$ cat src/hw/rtl/jse_pkg.sv
// ----------------------------------------------------------------------------
// jse_pkg
// Shared types and character constants of the JSON string escaper.
// ----------------------------------------------------------------------------
`timescale 1ns / 1ps
`default_nettype none

package jse_pkg;

  // character and sequence sizes
  localparam int CHAR_W    = 21;
  localparam int MAX_CHARS = 14;
  localparam int CNT_W     = 4;

  // ascii codes used in quotes and escapes
  localparam logic [CHAR_W-1:0] CH_QUOTE  = 21'h22;
  localparam logic [CHAR_W-1:0] CH_BSLASH = 21'h5C;
  localparam logic [CHAR_W-1:0] CH_SLASH  = 21'h2F;
  localparam logic [CHAR_W-1:0] CH_LOW_B  = 21'h62;
  localparam logic [CHAR_W-1:0] CH_LOW_F  = 21'h66;
  localparam logic [CHAR_W-1:0] CH_LOW_N  = 21'h6E;
  localparam logic [CHAR_W-1:0] CH_LOW_R  = 21'h72;
  localparam logic [CHAR_W-1:0] CH_LOW_T  = 21'h74;
  localparam logic [CHAR_W-1:0] CH_LOW_U  = 21'h75;
  localparam logic [CHAR_W-1:0] CH_DIGIT0 = 21'h30;
  localparam logic [CHAR_W-1:0] CH_HEXA   = 21'h57;  // 'a' minus ten

  // input beat
  typedef struct packed {
    logic [CHAR_W-1:0] code_point;
    logic              has_char;
    logic              string_start;
    logic              string_end;
  } jse_in_t;

  // output beat
  typedef struct packed {
    logic [CHAR_W-1:0] out_char;
    logic              run_last;
  } jse_out_t;

  // full character sequence of one item
  typedef struct packed {
    logic [MAX_CHARS-1:0][CHAR_W-1:0] chars;
    logic [CNT_W-1:0]                 count;
  } jse_seq_t;

endpackage

`default_nettype wire

$ cat src/hw/rtl/jse_decode.sv
// ----------------------------------------------------------------------------
// jse_decode
// Expands one input beat into its quoted and escaped character sequence.
// ----------------------------------------------------------------------------
`timescale 1ns / 1ps
`default_nettype none

module jse_decode import jse_pkg::*; (
  input  jse_in_t  item_i,
  input  logic     esc_wide_i,
  output jse_seq_t seq_o
);

  // lower-case hex digit of a nibble
  function automatic logic [CHAR_W-1:0] hex_char(input logic [3:0] nib);
    logic [CHAR_W-1:0] base;
    base = (nib < 4'd10) ? CH_DIGIT0 : CH_HEXA;
    return base + CHAR_W'(nib);
  endfunction

  logic [CHAR_W-1:0]                cp;
  logic [CHAR_W-1:0]                second;
  logic [CHAR_W-1:0]                reduced;
  logic [15:0]                      hi_unit;
  logic [15:0]                      lo_unit;
  logic [15:0]                      unit0;
  logic                             is_ctrl;
  logic                             is_big;
  logic                             is_wide;
  logic [CNT_W-1:0]                 body_len;
  logic [MAX_CHARS-1:0][CHAR_W-1:0] body;

  // classify the code point
  always_comb begin
    cp = item_i.code_point;
    unique case (cp)
      21'h08:  second = CH_LOW_B;
      21'h09:  second = CH_LOW_T;
      21'h0A:  second = CH_LOW_N;
      21'h0C:  second = CH_LOW_F;
      21'h0D:  second = CH_LOW_R;
      21'h22:  second = CH_QUOTE;
      21'h2F:  second = CH_SLASH;
      21'h5C:  second = CH_BSLASH;
      default: second = '0;
    endcase
    is_ctrl = (cp <= 21'h1F);
    is_big  = esc_wide_i && (cp > 21'hFFFF);
    is_wide = esc_wide_i && (cp > 21'h7E);
    reduced = cp - 21'h10000;
    hi_unit = 16'hD800 + 16'(reduced[20:10]);
    lo_unit = 16'hDC00 | {6'd0, reduced[9:0]};
    unit0   = is_big ? hi_unit : cp[15:0];
  end

  // body length by escape kind
  always_comb begin
    priority if (!item_i.has_char) begin
      body_len = CNT_W'(0);
    end else if (second != '0) begin
      body_len = CNT_W'(2);
    end else if (is_ctrl) begin
      body_len = CNT_W'(6);
    end else if (is_big) begin
      body_len = CNT_W'(12);
    end else if (is_wide) begin
      body_len = CNT_W'(6);
    end else begin
      body_len = CNT_W'(1);
    end
  end

  // body characters, unused tail entries are don't care
  always_comb begin
    body     = '0;
    body[0]  = (body_len == CNT_W'(1)) ? cp : CH_BSLASH;
    body[1]  = (second != '0) ? second : CH_LOW_U;
    body[2]  = hex_char(unit0[15:12]);
    body[3]  = hex_char(unit0[11:8]);
    body[4]  = hex_char(unit0[7:4]);
    body[5]  = hex_char(unit0[3:0]);
    body[6]  = CH_BSLASH;
    body[7]  = CH_LOW_U;
    body[8]  = hex_char(lo_unit[15:12]);
    body[9]  = hex_char(lo_unit[11:8]);
    body[10] = hex_char(lo_unit[7:4]);
    body[11] = hex_char(lo_unit[3:0]);
  end

  // wrap the body in the requested quotes
  always_comb begin
    seq_o.count = CNT_W'(item_i.string_start) + body_len + CNT_W'(item_i.string_end);
    for (int i = 0; i < MAX_CHARS; i++) begin
      if (item_i.string_start) begin
        if (i == 0) begin
          seq_o.chars[i] = CH_QUOTE;
        end else if (CNT_W'(i - 1) < body_len) begin
          seq_o.chars[i] = body[CNT_W'(i - 1)];
        end else begin
          seq_o.chars[i] = CH_QUOTE;
        end
      end else if (CNT_W'(i) < body_len) begin
        seq_o.chars[i] = body[CNT_W'(i)];
      end else begin
        seq_o.chars[i] = CH_QUOTE;
      end
    end
  end

endmodule

`default_nettype wire

$ cat src/hw/rtl/jse_emitter.sv
// ----------------------------------------------------------------------------
// jse_emitter
// Holds one decoded sequence and sends it out a character per beat.
// ----------------------------------------------------------------------------
`timescale 1ns / 1ps
`default_nettype none

module jse_emitter import jse_pkg::*; (
  input  logic     clk_i,
  input  logic     rst_ni,
  input  logic     in_valid_i,
  output logic     in_ready_o,
  input  jse_seq_t seq_i,
  output logic     out_valid_o,
  input  logic     out_ready_i,
  output jse_out_t out_data_o
);

  jse_seq_t         seq_q;
  logic             seq_valid_q;
  logic [CNT_W-1:0] idx_q;
  logic             out_valid_q;
  jse_out_t         out_q;

  logic out_free;
  logic at_last;
  logic emit;
  logic load;

  // handshake control
  assign out_free   = !out_valid_q || out_ready_i;
  assign at_last    = (idx_q == seq_q.count - CNT_W'(1));
  assign emit       = seq_valid_q && out_free;
  assign in_ready_o = !seq_valid_q || (emit && at_last);
  assign load       = in_valid_i && in_ready_o;

  // sequence and output control state
  always_ff @(posedge clk_i or negedge rst_ni) begin
    if (!rst_ni) begin
      seq_valid_q <= 1'b0;
      idx_q       <= '0;
      out_valid_q <= 1'b0;
    end else begin
      if (load) begin
        seq_valid_q <= (seq_i.count != '0);
        idx_q       <= '0;
      end else if (emit) begin
        if (at_last) begin
          seq_valid_q <= 1'b0;
          idx_q       <= '0;
        end else begin
          idx_q <= idx_q + CNT_W'(1);
        end
      end
      if (emit) begin
        out_valid_q <= 1'b1;
      end else if (out_ready_i) begin
        out_valid_q <= 1'b0;
      end
    end
  end

  // payload registers
  always_ff @(posedge clk_i) begin
    if (load) begin
      seq_q <= seq_i;
    end
    if (emit) begin
      out_q.out_char <= seq_q.chars[idx_q];
      out_q.run_last <= at_last;
    end
  end

  assign out_valid_o = out_valid_q;
  assign out_data_o  = out_q;

`ifndef SYNTHESIS
  a_idx_in_range: assert property (@(posedge clk_i) disable iff (!rst_ni)
    seq_valid_q |-> (seq_q.count != '0) && (idx_q < seq_q.count))
    else $error("character index past sequence end");
  a_idx_idle_zero: assert property (@(posedge clk_i) disable iff (!rst_ni)
    !seq_valid_q |-> (idx_q == '0))
    else $error("index not cleared while no sequence held");
  a_idx_advance: assert property (@(posedge clk_i) disable iff (!rst_ni)
    (emit && !at_last) |=> seq_valid_q && (idx_q == $past(idx_q) + CNT_W'(1)))
    else $error("index did not advance after a character");
  a_no_load_mid_seq: assert property (@(posedge clk_i) disable iff (!rst_ni)
    (seq_valid_q && !(emit && at_last)) |-> !in_ready_o)
    else $error("new beat taken while sequence still pending");
`endif

endmodule

`default_nettype wire

$ cat src/hw/rtl/json_string_escaper_top.sv
// path: a character beat is held in the emitter's sequence register and then in its output register
// throughput: one input beat per cycle while each gives at most one character and the output is not stalled
// an item of n characters (up to 14) holds the input until its last character is emitted: one output
// register sends one character per cycle while out_ready_i does not hold it
// reset: asynchronous active low, clears esc_wide and all pending sequences
// ----------------------------------------------------------------------------
// json_string_escaper_top
// Streams code points into JSON-quoted, escaped output characters.
// ----------------------------------------------------------------------------
`timescale 1ns / 1ps
`default_nettype none

module json_string_escaper_top import jse_pkg::*; (
  input  logic     clk_i,
  input  logic     rst_ni,
  input  logic     cfg_valid_i,
  output logic     cfg_ready_o,
  input  logic     cfg_data_i,
  input  logic     in_valid_i,
  output logic     in_ready_o,
  input  jse_in_t  in_data_i,
  output logic     out_valid_o,
  input  logic     out_ready_i,
  output jse_out_t out_data_o
);

  logic     esc_wide_q;
  jse_seq_t seq;

  // configuration register
  assign cfg_ready_o = 1'b1;

  always_ff @(posedge clk_i or negedge rst_ni) begin
    if (!rst_ni) begin
      esc_wide_q <= 1'b0;
    end else if (cfg_valid_i && cfg_ready_o) begin
      esc_wide_q <= cfg_data_i;
    end
  end

  // escape expansion
  jse_decode u_decode (
    .item_i     (in_data_i),
    .esc_wide_i (esc_wide_q),
    .seq_o      (seq)
  );

  // character sequencing
  jse_emitter u_emitter (
    .clk_i       (clk_i),
    .rst_ni      (rst_ni),
    .in_valid_i  (in_valid_i),
    .in_ready_o  (in_ready_o),
    .seq_i       (seq),
    .out_valid_o (out_valid_o),
    .out_ready_i (out_ready_i),
    .out_data_o  (out_data_o)
  );

endmodule

`default_nettype wire
$ cat config.mk
export PLATFORM = sky130hd
export DESIGN_NAME = json_string_escaper_top
export DESIGN_NICKNAME = d
export VERILOG_FILES = /design/src/hw/rtl/jse_pkg.sv /design/src/hw/rtl/jse_decode.sv /design/src/hw/rtl/jse_emitter.sv /design/src/hw/rtl/json_string_escaper_top.sv
export SDC_FILE = /design/constraint.sdc
export NUM_CORES = 1
export LEC_CHECK = 0
export BUFFER_PORTS_ARGS = -buffer_cell sky130_fd_sc_hd__buf_4
export CORE_MARGIN = 2
export CORE_UTILIZATION = 40
export CTS_BUF_LIST = sky130_fd_sc_hd__clkbuf_8
export CTS_CLUSTER_DIAMETER = 30
export DETAILED_ROUTE_END_ITERATION = 6
export PLACE_DENSITY_LB_ADDON = 0.25
export SETUP_SLACK_MARGIN = 0.15
export SLEW_MARGIN = 20
export SYNTH_ARGS = -nofsm -noshare
export SYNTH_HDL_FRONTEND = slang
export SYNTH_HIERARCHICAL = 1
export SYNTH_SLANG_ARGS = --single-unit
$ cat constraint.sdc
create_clock -name clk_i -period 14.6 [get_ports clk_i]
set_input_delay 2.92 -clock clk_i [delete_from_list [all_inputs] [get_ports clk_i]]
set_output_delay 2.92 -clock clk_i [all_outputs]
set_load 0.03 [all_outputs]
==> Word-level counts from Yosys, hierarchy flattened <==
Cells that the tools add are included.
{ "word_totals": {"reg_bits": 327, "elab_cells": 128} }
{ "classes": {"addsub": 10, "n_lt_le_gt_ge": 22, "eq_ne": 10, "muxes": 50, "reduce_logical": 15} }
{ "ops": {"columns": ["op", "count"], "rows": [
  ["two-way mux 21 bit", 27],
  ["== test 21 x 4 -> 1 bit, second input constant", 5],
  ["adder 21 x 4 -> 21 bit", 4],
  ["binary-select mux 21 bit (select 4 bit)", 1],
  ["case mux 7 bit (8 select lines)", 1],
  ["two-way mux 7 bit", 7],
  ["== test 21 x 6 -> 1 bit, second input constant", 2],
  ["two-way mux 4 bit", 7],
  ["< comparator 4 bit, first input constant", 6],
  ["== test 21 x 7 -> 1 bit, second input constant", 1],
  ["greater-than comparator 21 x 16 -> 1 bit, second input constant", 1],
  ["greater-than comparator 21 x 7 -> 1 bit, second input constant", 1],
  ["<= comparator 21 x 5 -> 1 bit, second input constant", 1],
  ["nonzero test 21 bit", 1],
  ["subtractor 21 x 17 -> 21 bit, second input constant", 1],
  ["adder 15 x 12 -> 16 bit, first input constant", 1],
  ["< comparator 3 x 4 -> 1 bit, first input constant", 4],
  ["< comparator 4 bit, second input constant", 4],
  ["two-way mux 16 bit", 1],
  ["< comparator 1 x 4 -> 1 bit, first input constant", 2],
  ["< comparator 2 x 4 -> 1 bit, first input constant", 2],
  ["nonzero test 2 bit", 3],
  ["logical AND 1 bit", 5],
  ["< comparator 4 x 5 -> 1 bit, second input constant", 1],
  ["12 further kinds", 18]
]} }

==> Depth between registers and ports, before layout <==
Gate-level depths: netlist of run 1.
{ "depth": {"ltp_word": 11, "depth_mapped": 17} }

==> Modules after synthesis <==
The synthesis of run 1 kept the hierarchy.
{ "modules_own_cells": {"columns": ["module", "instances", "cells_per_inst", "area_each_um2", "seq_area_each_um2"], "rows": [
  ["jse_emitter", 1, 582, 12400.6, 9759.4],
  ["jse_decode", 1, 572, 4028.9, 0.0],
  ["json_string_escaper_top", 1, 4, 51.3, 25.0]
]} }

==> Least setup slack after synthesis of run 1 <==
Ideal clock, no wire load.
{ "synth_path": {"path_kind": "input to register", "start": "input port out_ready_i", "end": "register u_emitter/seq_q[0] in the netlist's numbering (enable)", "setup_ns": 0.696, "arrival_ns": 10.632, "t_required_ns": 13.904, "path_slack_ns": 3.272, "stages": 3, "cell_sequence": "nor2b_1 -> o41ai_2 -> and2_1"} }
{ "synth_via": {"elab_chain_len": 5} }
{ "synth_lines": {"columns": ["item", "line", "text"], "rows": [
  ["from (decl)", "json_string_escaper_top.sv:23", "input logic out_ready_i,"],
  ["logical OR 1 bit", "jse_emitter.sv:31", "assign out_free = !out_valid_q || out_ready_i;"],
  ["logical AND 1 bit", "jse_emitter.sv:33", "assign emit = seq_valid_q && out_free;"],
  ["logical AND 1 bit", "jse_emitter.sv:34", "assign in_ready_o = !seq_valid_q || (emit && at_last);"],
  ["logical OR 1 bit", "jse_emitter.sv:34", null],
  ["named net in_ready_o", "json_string_escaper_top.sv:20", "output logic in_ready_o,"],
  ["logical AND 1 bit", "jse_emitter.sv:35", "assign load = in_valid_i && in_ready_o;"],
  ["to (signal assigned)", "jse_emitter.sv:66", "seq_q <= seq_i;"],
  ["to (decl)", "jse_emitter.sv:19", "jse_seq_t seq_q;"]
]} }
The timed path passes the listed nets, and every way through them passes these cells.
A chain may end at the register's enable or synchronous reset.

==> Worst setup path in the final report of run 1 <==
{ "layout_path": {"start": "input port out_ready_i", "end": "output port in_ready_o"} }
{ "layout_via": {"elab_chain_len": 4} }
{ "layout_lines": {"columns": ["item", "line"], "rows": [
  ["logical OR 1 bit", "jse_emitter.sv:31"],
  ["logical AND 1 bit", "jse_emitter.sv:33"],
  ["logical AND 1 bit", "jse_emitter.sv:34"],
  ["logical OR 1 bit", "jse_emitter.sv:34"],
  ["to (decl)", "json_string_escaper_top.sv:20"]
]} }
Every way passes these cells.

==> results.sh, run 1 <==
export IMPL_path_max_fanout=3
export IMPL_cts_sinks=327
export IMPL_max_vdd_ir_drop_mv=0.0762
export IMPL_synth_area_per_cell_sq_um=14.2
export IMPL_ys_types=88
export IMPL_clock_root_buffer="clkbuf_8"
export IMPL_gr_usage_met1_pct=23.6
export IMPL_wirelength_mm=34.3
export IMPL_hpwlAfterDp_mm=22.1
export IMPL_fin_skew_ps=29.1
export IMPL_cpMaxStageDelayCell="o41ai_2"
export IMPL_ant_nets=0
export IMPL_clockBufferDepth=3
export IMPL_finish_utilization_pct=44.5
export IMPL_io_pins=55
export IMPL_num_rows=74
export IMPL_gr_usage_met3_pct=3.83
export IMPL_synth_cells=1158
export IMPL_avgRoutedWirePerCell_um=18.7
export IMPL_grt_ovfl_total=0
export IMPL_nets=1286
export IMPL_crit_path_frequent_cell="buf_4"
export IMPL_synth_top_cell_by_area="edfxtp_1"
export IMPL_diodes=0
export IMPL_power_frac_seq_pct=39.0
export IMPL_finalWeightedCongestion=0.889
export IMPL_synthFlopType="edfxtp_1"
export IMPL_startpoint_type="input port"
export IMPL_clkTransAtPathRegs_ps=50
export IMPL_drc=0
export IMPL_grt_busiest_layer="met2"
export IMPL_hold_class="flip-flop to flip-flop"
export IMPL_max_stage_delay_ps=550
export IMPL_drtPass1Iterations=5
export IMPL_crit_required_ps=11680
export IMPL_setup_worst_path_class="input port to output pin"
export IMPL_critPathTopFamily="compound AO/OA/AOI/OAI gates"
export IMPL_grt_pass1_wl_mm=52.6
export IMPL_hold_buffers=0
export IMPL_cts_buffers=75
export IMPL_grt_max_degree=88
export IMPL_num_vias=8872
export IMPL_synthArstFlopShare_pct=2.14
export IMPL_finalCritPeriodShare_pct=46.6
export IMPL_start_util_pct=40.5
export IMPL_rsz0062_at_grt="false"
export IMPL_path_cells="buf_4, nor2b_1, o41ai_2, buf_4"
export IMPL_setup_tns_ps=0
export IMPL_htree_levels=3
export IMPL_max_slew_margin_pct=27.8
export IMPL_slew_violations=0
export IMPL_period_needed_ps=6810
export IMPL_powerDensity_nw_per_um2=179
export IMPL_grt_pass1_vias=8946
export IMPL_grt_use_met2_pct=25.0
export IMPL_cts_tree="done"
export IMPL_synth_edf_count=320
export IMPL_critPathBufInv=2
export IMPL_critPathCaptureType="output pin"
export IMPL_track_usage_pct=16.6
export IMPL_area_growth_pct=9.99
export IMPL_combPwrFrac_pct=26.3
export IMPL_die_x_um=207
export IMPL_postCtsResizedCells=0
export IMPL_max_freq_mhz=147
export IMPL_setup_viol=0
export IMPL_status="completed"
export IMPL_cts_setup_buffers=0
export IMPL_synth_area_top_cells="edfxtp_1, buf_4, mux4_2"
export IMPL_synth_warnings=6
export IMPL_pwr_share_clk_pct=34.7
export IMPL_p_sw_share_pct=30.5
export IMPL_finalHoldViolCount=0
export IMPL_fp_coreArea_sq_um=40700
export IMPL_yosys_register_bits=327
export IMPL_drive_above_1_share_pct=21.4
export IMPL_dieArea_sq_um=42800
export IMPL_portBuffers=53
export IMPL_die_h_um=207
export IMPL_tightest_slew_ps=1080
export IMPL_initialDrtViolationCount=685
export IMPL_p_int_mw=2.26
export IMPL_cp_arrival_ps=3890
export IMPL_drv_cap=0
export IMPL_netlist_area_leader_share_pct=58.3
export IMPL_ys_seq_area_share_pct=59.4
export IMPL_via_per_inst=4.85
export IMPL_power_switching_mw=0.993
export IMPL_p_leak_nw=6.63
export IMPL_clock_latency_ps=590
export IMPL_antenna_found_initial=1
export IMPL_netlist_area_sq_um=16500
placed cells by master, fill, tap and decap left out, drive strengths merged, types with 9 or more instances in the layout:
master | Yosys | routed
edfxtp | 320 | 320
xor2 | 10 | 10
nand2 | 67 | 67
nor3 | 20 | 20
ha | 12 | 12
inv | 24 | 31
o22ai | 16 | 16
o21a | 9 | 9
bufinv | 0 | 11
buf | 247 | 68
o311ai | 11 | 11
o32ai | 12 | 12
conb | 3 | 206
a21oi | 29 | 29
mux4 | 52 | 52
nand3 | 15 | 15
clkinv | 1 | 33
clkbuf | 20 | 79
mux2i | 57 | 57
nor2 | 30 | 30
a22oi | 13 | 13
o21ai | 50 | 50
and2 | 30 | 30
cells by family (layout without fill, tap and decap cells):
logic type / count (synthesis) / count (layout) / synth area share, %
other cells: 3 / 206 / 0.0683
fa+ha+maj: 17 / 17 / 1.52
buf+inv: 292 / 230 / 12.6
mux: 113 / 113 / 10.9
simple gates: 206 / 206 / 6.68
flops: 327 / 327 / 59.4
xor+xnor: 15 / 15 / 0.797
compound gates: 185 / 185 / 8.10
state kept, by name (all words and copies together) (netlist names):
name,count
u_emitter/out_data_o,22
u_emitter/idx_q,4
esc_wide_q,1
u_emitter/seq_q,298
u_emitter/seq_valid_q,1
u_emitter/out_valid_o,1
per-stage QoR:
| step | power, mW | cell area [sq um] | hold slack, ps | setup slack, ps | std cells |
|---|---|---|---|---|---|
| global route | 3.42 | 18100 | 681 | 7770 | 1831 |
| detailed placement | 2.16 | 16400 | 607 | 7700 | 1694 |
| floorplan | 1.99 | 17200 | 506 | 3270 | 1361 |
| CTS | 3.31 | 18100 | 627 | 7830 | 1831 |
| global placement | 2.15 | 16400 | 605 | 7760 | 1694 |
| finish | 3.25 | 18100 | 637 | 7790 | 1831 |
worst paths after layout:
path | from | endpoint | slack (ps) | depth (start not counted)
max | out_ready_i | in_ready_o | 7790 | 4
min | u_emitter/seq_valid_q$_DFFE_PN0P_ | u_emitter/out_valid_o$_DFFE_PN0P_ | 640 | 1
max reg2reg | u_emitter/seq_q[0]$_DFFE_PN_ | u_emitter/seq_q[10]$_DFFE_PN_ | 10170 | 8
min reg2reg | u_emitter/seq_valid_q$_DFFE_PN0P_ | u_emitter/out_valid_o$_DFFE_PN0P_ | 640 | 1
max in group asynchronous | rst_ni | u_emitter/idx_q[0]$_DFFE_PN0P_ | 12310 | 1
min in group asynchronous | rst_ni | u_emitter/seq_valid_q$_DFFE_PN0P_ | 2140 | 1
power groups by stage:
stage          sequential, mW  combinational [mW]  clock (mW)
6_report                 1.27               0.854        1.13
5_1_grt                  1.28               0.931        1.21
4_1_cts                  1.27               0.868        1.17
3_5_place_dp             1.29               0.867           0
3_3_place_gp             1.29               0.863           0
2_1_floorplan            1.37               0.627           0
per-layer routing:
layer  part of all wire, %  wire length, um
met1                    47            16000
met2                    46            15700
met3                   5.7             1970
met5                     0                0
met4                   2.1              716
synth_stat cells (all sizes together) (2+ instances only):
| cell type | count |
|---|---|
| nand2 | 67 |
| and3 | 6 |
| nor2b | 4 |
| and4 | 2 |
| a31oi | 2 |
| mux2 | 4 |
| o22ai | 16 |
| nand2b | 8 |
| o2bb2ai | 2 |
| o21ai | 50 |
| a21o | 8 |
| a211o | 2 |
| buf | 247 |
| ha | 12 |
| o311ai | 11 |
| a22oi | 13 |
| nor4 | 3 |
| a211oi | 5 |
| inv | 24 |
| or3 | 4 |
| clkbuf | 20 |
| nand3 | 15 |
| xor2 | 10 |
| a2bb2o | 2 |
| o211ai | 3 |
| o32ai | 12 |
| o221ai | 2 |
| a21oi | 29 |
| nand4 | 8 |
| or2 | 4 |
| o2111ai | 2 |
| fa | 5 |
| and2 | 30 |
| mux2i | 57 |
| conb | 3 |
| edfxtp | 320 |
| o41ai | 4 |
| o21a | 9 |
| dfrtp | 7 |
| xnor2 | 5 |
| nor3 | 20 |
| mux4 | 52 |
| a2111oi | 2 |
| nor2 | 30 |
area by class of cell:
cell class / count / area (sq um)
clock buffer: 79 / 1090
clock inverter: 58 / 589
fill: 3736 / 22600
inverter: 25 / 93.8
multi-input combinational: 742 / 5390
sequential: 327 / 9790
tap: 532 / 666
timing repair buffer: 68 / 514
Note: power is estimated with default switching activity, not from simulation.
==> run 2: changes to the inputs <==
--- a/config.mk
+++ b/config.mk
@@ -5,6 +5,7 @@
 export SDC_FILE = /design/constraint.sdc
 export NUM_CORES = 1
 export LEC_CHECK = 0
+export ABC_AREA = 1
 export BUFFER_PORTS_ARGS = -buffer_cell sky130_fd_sc_hd__buf_4
 export CORE_MARGIN = 2
 export CORE_UTILIZATION = 40
==> constraint.sdc (replaced) <==
create_clock -name clk_i -period 7.1 [get_ports clk_i]
set_input_delay 1.42 -clock clk_i [delete_from_list [all_inputs] [get_ports clk_i]]
set_output_delay 1.42 -clock clk_i [all_outputs]
set_load 0.03 [all_outputs]
==> run 2 against run 1 <==
  * Count of clock-buffer cells in the layout is 10 lower
  * Sequential power is 100% higher
  * First-iteration DRC count is 13% higher
  * Synthesized cell count is 45% higher
  * Via count is 25% higher
  * Wire length is 7.6% higher
  * Area after synthesis is 3.6% higher
  * Sequential cell count stayed put
==> results.sh, run 2 <==
export IMPL_status="completed"
export IMPL_finish_utilization_pct=43.9
export IMPL_netlist_area_sq_um=17100
export IMPL_finalCritPeriodShare_pct=62.1
export IMPL_cpMaxStageDelayCell="dfrtp_4"
export IMPL_final_common_cell="edfxtp_1"
export IMPL_setup_slack_ps=2690
export IMPL_clock_root_buffer="clkbuf_8"
export IMPL_synth_top_cell_by_area="edfxtp_1"
export IMPL_initialDrtViolationCount=771
export IMPL_fin_skew_ps=19.6
export IMPL_nets=1771
export IMPL_slew_violations=0
export IMPL_ant_nets=0
export IMPL_ys_seq_area_share_pct=57.3
export IMPL_io_pins=55
export IMPL_die_h_um=211
export IMPL_crit_path_frequent_cell="nand2_1"
export IMPL_p_leak_nw=7.24
export IMPL_synthArstFlopShare_pct=2.14
export IMPL_grt_pass1_vias=10800
export IMPL_num_vias=11100
export IMPL_largest_reg_flops=298
export IMPL_hold_class="flip-flop to flip-flop"
export IMPL_rsz0062_at_grt="false"
export IMPL_max_slew_margin_pct=34.2
export IMPL_yosys_register_bits=327
export IMPL_avgRoutedWirePerCell_um=16.0
export IMPL_drtPass1Iterations=5
export IMPL_cts_buffers=67
export IMPL_holdWs_ps=549
export IMPL_htree_levels=3
export IMPL_path_cells="inv_4, nand2_1, nand2_1, nand3_1, nor2_1, nand3_4, nand2_2, buf_4"
export IMPL_layout_common_cells="edfxtp_1, nand2_1, nor2_1"
export IMPL_powerDensity_nw_per_um2=360
export IMPL_track_usage_pct=17.0
export IMPL_postCtsResizedCells=0
export IMPL_synth_area_top_cells="edfxtp_1, buf_4, nand2_1"
export IMPL_pre_cts_ws_ps=2440
export IMPL_setup_worst_path_class="flip-flop to output pin"
export IMPL_max_vdd_ir_drop_mv=0.223
export IMPL_period_needed_ps=4410
export IMPL_netlist_area_leader_share_pct=56.3
export IMPL_tightest_slew_ps=984
export IMPL_clock_latency_ps=590
export IMPL_setup_viol=0
export IMPL_startpoint_type="flip-flop"
export IMPL_via_per_inst=4.80
export IMPL_grt_ovfl_total=0
export IMPL_antenna_found_initial=0
export IMPL_grt_max_degree=170
export IMPL_critPathTopFamily="buffers and inverters"
export IMPL_cts_tree="done"
export IMPL_drive_above_1_share_pct=13.5
export IMPL_hpwlAfterDp_mm=22.7
export IMPL_top_register="u_emitter/seq_q"
export IMPL_path_max_fanout=74
export IMPL_finalHoldViolCount=0
export IMPL_synth_warnings=6
export IMPL_dieArea_sq_um=44300
export IMPL_ys_types=42
export IMPL_wirelength_mm=36.9
export IMPL_clockBufferDepth=3
export IMPL_clkTransAtPathRegs_ps=60
export IMPL_fp_coreArea_sq_um=42000
export IMPL_max_freq_mhz=227
export IMPL_die_x_um=211
export IMPL_synth_area_per_cell_sq_um=10.2
export IMPL_synth_cells=1681
export IMPL_critPathCaptureType="output pin"
export IMPL_portBuffers=53
export IMPL_num_rows=75
export IMPL_synth_commonest_cells="edfxtp_1, nand2_1, buf_4"
export IMPL_grt_pass1_wl_mm=58.8
export IMPL_cp_arrival_ps=2990
export IMPL_synth_edf_count=320
export IMPL_critPathBufInv=2
export IMPL_start_util_pct=40.6
export IMPL_area_growth_pct=8.25
export IMPL_drv_cap=0
export IMPL_finalWeightedCongestion=0.880
export IMPL_hold_buffers=0
export IMPL_synthFlopType="edfxtp_1"
export IMPL_diodes=0
export IMPL_cts_sinks=327
export IMPL_drc=0
export IMPL_cts_setup_buffers=0
export IMPL_crit_required_ps=5680
export IMPL_max_stage_delay_ps=770
export IMPL_synth_most_common_cell="edfxtp_1"
-- run 2: tightest hold or removal path, stage by stage, from the launching register on --
cell     delay [ps]
dfrtp_1         400
nand2_4          70
nand2_1          50
-- run 2: worst paths after layout --
path                                              startpoint                                 to  slack, ps  depth (start not counted)
max                           u_emitter/idx_q[0]$_DFFE_PN0P_                         in_ready_o       2690                          8
min in group asynchronous                             rst_ni     u_emitter/idx_q[1]$_DFFE_PN0P_        640                          1
min                        u_emitter/out_valid_o$_DFFE_PN0P_  u_emitter/out_valid_o$_DFFE_PN0P_        550                          2
min reg2reg                u_emitter/out_valid_o$_DFFE_PN0P_  u_emitter/out_valid_o$_DFFE_PN0P_        550                          2
max in group asynchronous                             rst_ni     u_emitter/idx_q[0]$_DFFE_PN0P_       6320                          1
max reg2reg                   u_emitter/idx_q[0]$_DFFE_PN0P_     u_emitter/seq_q[182]$_DFFE_PN_       3560                          8
-- run 2: cells by family (layout without fill, tap and decap cells) --
| family | Yosys count | after routing | synth area share [%] |
|---|---|---|---|
| flip-flops | 327 | 327 | 57.3 |
| AO/OA/AOI/OAI | 275 | 275 | 9.02 |
| AND/OR/NAND/NOR | 670 | 670 | 17.7 |
| other | 3 | 206 | 0.0660 |
| buffers and inverters | 382 | 273 | 14.1 |
| adder cells (fa/ha/maj) | 17 | 17 | 1.47 |
| XOR/XNOR | 7 | 7 | 0.359 |
-- run 2: through the flow --
| step | TNS, ps | instances | total power [mW] | cell area [sq um] |
|---|---|---|---|---|
| floorplan | -63960 | 1884 | 4.10 | 17900 |
| global placement | 0 | 2194 | 4.58 | 17000 |
| detailed placement | 0 | 2194 | 4.61 | 17000 |
| CTS | 0 | 2314 | 6.75 | 18500 |
| global route | 0 | 2314 | 7.07 | 18500 |
| finish | 0 | 2314 | 6.65 | 18500 |
-- run 2: area by class of cell --
class | instances | area (sq um)
fillers | 4003 | 23600
flip-flops and latches | 327 | 9790
multi-input cells | 1175 | 5690
clock buffers | 69 | 950
well taps | 539 | 674
clock inverters | 51 | 520
repair buffers | 65 | 513
inverters | 88 | 344
-- run 2: layer usage --
metal,global-route usage (%),vias up,part of all wire (%)
li1,-,5477,-
met1,23.9,5319,47
met2,26.4,276,46
met3,3.05,39,5.3
met4,6.07,0,1.7
met5,0,-,0
-- run 2: power by group --
group | total, mW | internal (mW) | switching [mW]
logic | 1.95 | 0.565 | 1.39
clock network | 2.11 | 1.28 | 0.832
registers | 2.58 | 2.44 | 0.144
